$ cat src/design/ebdh_pkg.sv
// shared types and constants of the event buffer deframer
package ebdh_pkg;

	localparam int DEF_CHANNELS   = 4;
	localparam int DEF_BINS       = 4096;
	localparam int DEF_COUNT_BITS = 32;

	localparam int WORD_W  = 16;
	localparam int LEN_W   = 12;
	localparam int CHAN_W  = 2;
	localparam int BINIX_W = 13;
	localparam int OUTC_W  = 32;
	localparam int PADDR_W = 3;
	localparam int PDATA_W = 32;

	localparam logic [1:0] OP_WORD  = 2'd0;
	localparam logic [1:0] OP_READ  = 2'd1;
	localparam logic [1:0] OP_CLEAR = 2'd2;

	localparam logic [2:0] KIND_BUF_HDR = 3'd0;
	localparam logic [2:0] KIND_EVT_HDR = 3'd1;
	localparam logic [2:0] KIND_HIST    = 3'd2;
	localparam logic [2:0] KIND_IGNORED = 3'd3;
	localparam logic [2:0] KIND_TERM    = 3'd4;
	localparam logic [2:0] KIND_TRAIL   = 3'd5;

	localparam logic [1:0] ST_OK        = 2'd0;
	localparam logic [1:0] ST_NO_TERM   = 2'd1;
	localparam logic [1:0] ST_TRAILING  = 2'd2;
	localparam logic [1:0] ST_TRUNCATED = 2'd3;

	localparam logic [WORD_W-1:0] TERM_WORD  = 16'hFFFF;
	localparam int                SCALER_BIT = 13;
	localparam logic [LEN_W-1:0]  EXP_RESET  = 12'd12;
	localparam logic              REG_EXP    = 1'b0;

	typedef struct packed {
		logic [2:0]        kind;
		logic              rejected;
		logic              done;
		logic [1:0]        status;
		logic [WORD_W-1:0] events;
		logic              inc;
		logic [LEN_W-1:0]  pos;
	} parse_res_t;

endpackage

$ cat src/design/ebdh_parser.sv
// buffer framing state machine
module ebdh_parser #(
	parameter int CHANNELS = ebdh_pkg::DEF_CHANNELS
) (
	input  logic                       clk,
	input  logic                       arst_n,
	input  logic                       en,
	input  logic [ebdh_pkg::WORD_W-1:0] word,
	input  logic                       last,
	input  logic [ebdh_pkg::LEN_W-1:0]  expected,
	output ebdh_pkg::parse_res_t       res
);
	import ebdh_pkg::*;

	typedef enum logic [2:0] {
		PH_HEADER,
		PH_EVENT,
		PH_DATA,
		PH_TERM,
		PH_TRAIL
	} phase_t;

	phase_t            phase_q, phase_n;
	logic [WORD_W-1:0] events_q, events_n;
	logic [LEN_W-1:0]  words_q, words_n;
	logic [LEN_W-1:0]  pos_q, pos_n;
	logic              adc_q, adc_n;
	logic              trail_q, trail_n;
	logic              noterm_q, noterm_n;
	logic [LEN_W-1:0]  len;
	logic              scaler;

	always_comb begin
		len      = word[LEN_W-1:0];
		scaler   = word[SCALER_BIT];
		phase_n  = phase_q;
		events_n = events_q;
		words_n  = words_q;
		pos_n    = pos_q;
		adc_n    = adc_q;
		trail_n  = trail_q;
		noterm_n = noterm_q;
		res      = '0;
		res.pos  = pos_q;
		case (phase_q)
			PH_HEADER: begin
				res.kind   = KIND_BUF_HDR;
				res.events = word;
				events_n   = word;
				phase_n    = (word != '0) ? PH_EVENT : PH_TERM;
			end
			PH_EVENT: begin
				res.kind     = KIND_EVT_HDR;
				adc_n        = !scaler && (len == expected);
				res.rejected = !scaler && (len != expected);
				words_n      = len;
				pos_n        = '0;
				events_n     = events_q - WORD_W'(1);
				if (len == '0) begin
					phase_n = (events_n != '0) ? PH_EVENT : PH_TERM;
				end else begin
					phase_n = PH_DATA;
				end
			end
			PH_DATA: begin
				if (adc_q && (32'(pos_q) < 32'(CHANNELS))) begin
					res.kind = KIND_HIST;
					res.inc  = 1'b1;
				end else begin
					res.kind = KIND_IGNORED;
				end
				pos_n   = pos_q + LEN_W'(1);
				words_n = words_q - LEN_W'(1);
				if (words_n == '0) begin
					phase_n = (events_q != '0) ? PH_EVENT : PH_TERM;
				end
			end
			PH_TERM: begin
				res.kind = KIND_TERM;
				if (word != TERM_WORD) begin
					noterm_n = 1'b1;
				end
				phase_n = PH_TRAIL;
			end
			default: begin
				res.kind = KIND_TRAIL;
				trail_n  = 1'b1;
				phase_n  = PH_TRAIL;
			end
		endcase
		if (last) begin
			res.done = 1'b1;
			if (phase_n != PH_TRAIL) begin
				res.status = ST_TRUNCATED;
			end else if (noterm_n) begin
				res.status = ST_NO_TERM;
			end else if (trail_n) begin
				res.status = ST_TRAILING;
			end else begin
				res.status = ST_OK;
			end
			phase_n  = PH_HEADER;
			events_n = '0;
			words_n  = '0;
			pos_n    = '0;
			adc_n    = 1'b0;
			trail_n  = 1'b0;
			noterm_n = 1'b0;
		end
	end

	always_ff @(posedge clk or negedge arst_n) begin
		if (!arst_n) begin
			phase_q  <= PH_HEADER;
			events_q <= '0;
			words_q  <= '0;
			pos_q    <= '0;
			adc_q    <= 1'b0;
			trail_q  <= 1'b0;
			noterm_q <= 1'b0;
		end else if (en) begin
			phase_q  <= phase_n;
			events_q <= events_n;
			words_q  <= words_n;
			pos_q    <= pos_n;
			adc_q    <= adc_n;
			trail_q  <= trail_n;
			noterm_q <= noterm_n;
		end
	end

endmodule

$ cat config.mk
export PLATFORM = sky130hd
export DESIGN_NAME = ebdh_parser
export DESIGN_NICKNAME = d
export VERILOG_FILES = /design/src/design/ebdh_pkg.sv /design/src/design/ebdh_parser.sv
export SDC_FILE = /design/constraint.sdc
export NUM_CORES = 1
export LEC_CHECK = 0
export BUFFER_PORTS_ARGS = -buffer_cell sky130_fd_sc_hd__buf_2
export CAP_MARGIN = 40
export CORE_MARGIN = 4
export CORE_UTILIZATION = 56
export DETAILED_ROUTE_END_ITERATION = 10
export PLACE_DENSITY = 0.85
export RECOVER_POWER = 50
export SLEW_MARGIN = 15
export SYNTH_ARGS = -nofsm -noshare
export SYNTH_HDL_FRONTEND = slang
export SYNTH_SLANG_ARGS = --single-unit
$ cat constraint.sdc
create_clock -name clk -period 2.85 [get_ports clk]
set_clock_uncertainty 0.05 [all_clocks]
set_input_delay 0.285 -clock clk [delete_from_list [all_inputs] [get_ports clk]]
set_output_delay 0.285 -clock clk [all_outputs]
set_load 0.05 [all_outputs]
==> results.yml <==
critical_path:
  cpLargestDelayFamily: "simple AND/OR/NAND/NOR gates"
  crit_path_max_fanout: 6
  max_stage_delay_ns: 0.51
  crit_path_top_delay_cell: "or4b_4"
  worstSetupPathType: "flip-flop to flip-flop"
  worst_setup_path_start_kind: "flip-flop"
  cp.required_ns: 3.04
  critPathArrivalTime_ns: 2.60
  end_kind: "flip-flop"
  worstPathCellList: "inv_1 > ha_1 > or4b_4 > or2_4 > or4_4 > nor3_2 > a21oi_1 > o22ai_1"
  path_buf_inv: 1
timing:
  min_period_ns: 2.41
  hold_viol: 0
  whs_ns: 0.322
  setup_viol: 0
  rsz0062_at_grt: "no"
  max_freq_mhz: 415
  tightest_slew_ns: 1.08
  layout_setup_ws_ns: 0.438
  finalCritPeriodShare_pct: 84.6
  slew_headroom_pct: 27.8
  tns_ns: 0
  slew_violations: 0
die:
  dieArea_mm2: 0.00738
  start_util_pct: 57.4
  die_y_um: 85.9
  die_w_um: 85.9
  ioPinCount: 68
  fp.coreArea_mm2: 0.00592
  rows: 28
route:
  routed_via_density: 6.28
  drt_wl_total_um: 9560
  routedWlPerCell_um: 16.8
  vias: 3572
  drcViolationCount: 0
  drtAntennaViolNets: 0
  dr.first_iter.drc_count: 281
  dr.pass1.iters: 5
worst_hold_path:
  hp-class: "primary input to flip-flop"
cts:
  cts_root_buf: "clkbuf_8"
  cts_tree: "done"
  cts.sinks: 46
  cts_buffers: 5
  cts_setup_buffers: 0
  clkLatencyLatePin_ns: 0.31
  clk_pin_slew_ns: 0.10
  ctsHtreeMaxLevel: 2
  cts_buffer_depth: 2
  ctsResizeCount: 0
yosys:
  ys_seq_area_share_pct: 33.8
  synth.top_cell.area_share_pct: 33.8
  synthArstFlopShare_pct: 100
  synth-main-ff-cell: "dfrtp_1"
  syn_area_mm2: 0.00340
  yosys_register_bits: 46
  yosysWarnings: 0
  yosys.area.top_type: "dfrtp_1"
  synth_edf_count: 0
  syn_avg_cell_area_um2: 7.80
  synth_area_leaders: "dfrtp_1, xnor2_1, a21oi_1, o21ai_0, nor2_1"
  synth_fp_nets: 473
  synth.distinct_cells: 56
  synth_cells: 436
final_layout:
  utilization_pct: 65.3
  final_common_cell: "buf_2"
  final_layout_size_suffix_gt1_share_pct: 15.6
  nets: 530
  final_cell_mix: "buf_2, dfrtp_1, nor2_1, nand2_1, a21oi_1"
  antenna_cells: 0
  synthToLayoutAreaGrowth_pct: 13.6
pwr:
  power_w: 0.00242
  peakVddDrop_mv: 0.358
  powerDensity_mw_per_mm2: 625
  leakage_nw: 1.64
placement:
  portBuffers: 67
  place_ws_ns: 0.472
  dpl.hpwl_um: 7010
  place_congestion: 0.991
run_status:
  status: "complete, no violations"
global_route:
  grt_pass1_wl_um: 15600
  grt_usage_pct: 26.3
  gr-total-overflow: 0
  antenna_found_initial: 0
  first_global_vias: 3227
  grt_start_max_net_pins: 31
job:
  maxCapViolCount: 0
-- routing by layer --
| metal | up-vias | part of all wire [%] | global-route usage (%) |
|---|---|---|---|
| met4 | 0 | 1.6 | 7.19 |
| met1 | 1697 | 42 | 36.8 |
| li1 | 1689 | - | - |
| met5 | - | 0 | 0 |
| met3 | 20 | 8.2 | 4.32 |
| met2 | 166 | 48 | 42.3 |
-- cell type report --
class	count	area, µm²
multi-input combinational	349	2090
timing repair buffer	77	389
fill	505	2060
clock inverter	3	23.8
sequential	46	1150
clock buffer	5	68.8
tap	75	93.8
inverter	14	52.6
-- cell usage after synthesis, drive strengths merged (3+ instances only) --
cell    number
nor3        19
a31oi        3
inv         13
o22ai        8
nand3        8
nor2        44
nor4        16
buf          6
clkbuf      21
nand2b       4
ha           5
nand4       13
nor2b        4
o211ai       3
xor2         4
o21a         4
nor3b        4
dfrtp       46
o21ai       38
or3          3
and2        20
xnor2       24
nand2       39
o31ai        6
a22o        13
or2          3
a21oi       37
-- worst paths after layout --
path	from	slack [ns]	cells after the start	to
setup / recovery	words_q[0]	0.44	8	words_q[10]
hold / removal	last	0.32	2	pos_q[3]
setup reg to reg	words_q[0]	0.44	8	words_q[10]
hold reg to reg	adc_q	0.45	1	adc_q
max in group asynchronous	arst_n	0.81	3	words_q[6]
min in group asynchronous	arst_n	0.63	2	pos_q[4]
-- where the power goes --
part / internal, W / total [W] / switching [W]
logic: 0.000398 / 0.00110 / 0.000701
registers: 0.000740 / 0.000892 / 0.000152
clock network: 0.000176 / 0.000425 / 0.000249
-- metrics by stage --
| step | area, µm² | std cells |
|---|---|---|
| after floorplan | 3400 | 436 |
| after global placement | 3780 | 559 |
| after detailed placement | 3800 | 560 |
| after CTS | 3900 | 569 |
| after global routing | 3860 | 569 |
| final | 3860 | 569 |
-- flip-flops by register name (all words and copies together) (netlist names) --
name / flops
adc_q: 1
events_q: 16
noterm_q: 1
phase_q: 3
pos_q: 12
trail_q: 1
words_q: 12
-- logic make-up (layout without fill, tap and decap cells) --
group / after synthesis / after routing / synth area share (%)
xor+xnor: 28 / 28 / 7.21
flops: 46 / 46 / 33.8
mux: 2 / 2 / 0.589
simple gates: 186 / 186 / 28.4
compound gates: 128 / 128 / 23.3
fa+ha+maj: 5 / 5 / 1.84
buf+inv: 41 / 99 / 4.82
-- timing repair --
| action | 4_1_cts | 5_1_grt |
|---|---|---|
| setup endpoints to repair | 0 | 0 |
| endpoints found under the hold margin | 19 | 0 |
| hold buffers | 1 | 0 |
(Power assumes the default switching activity.)
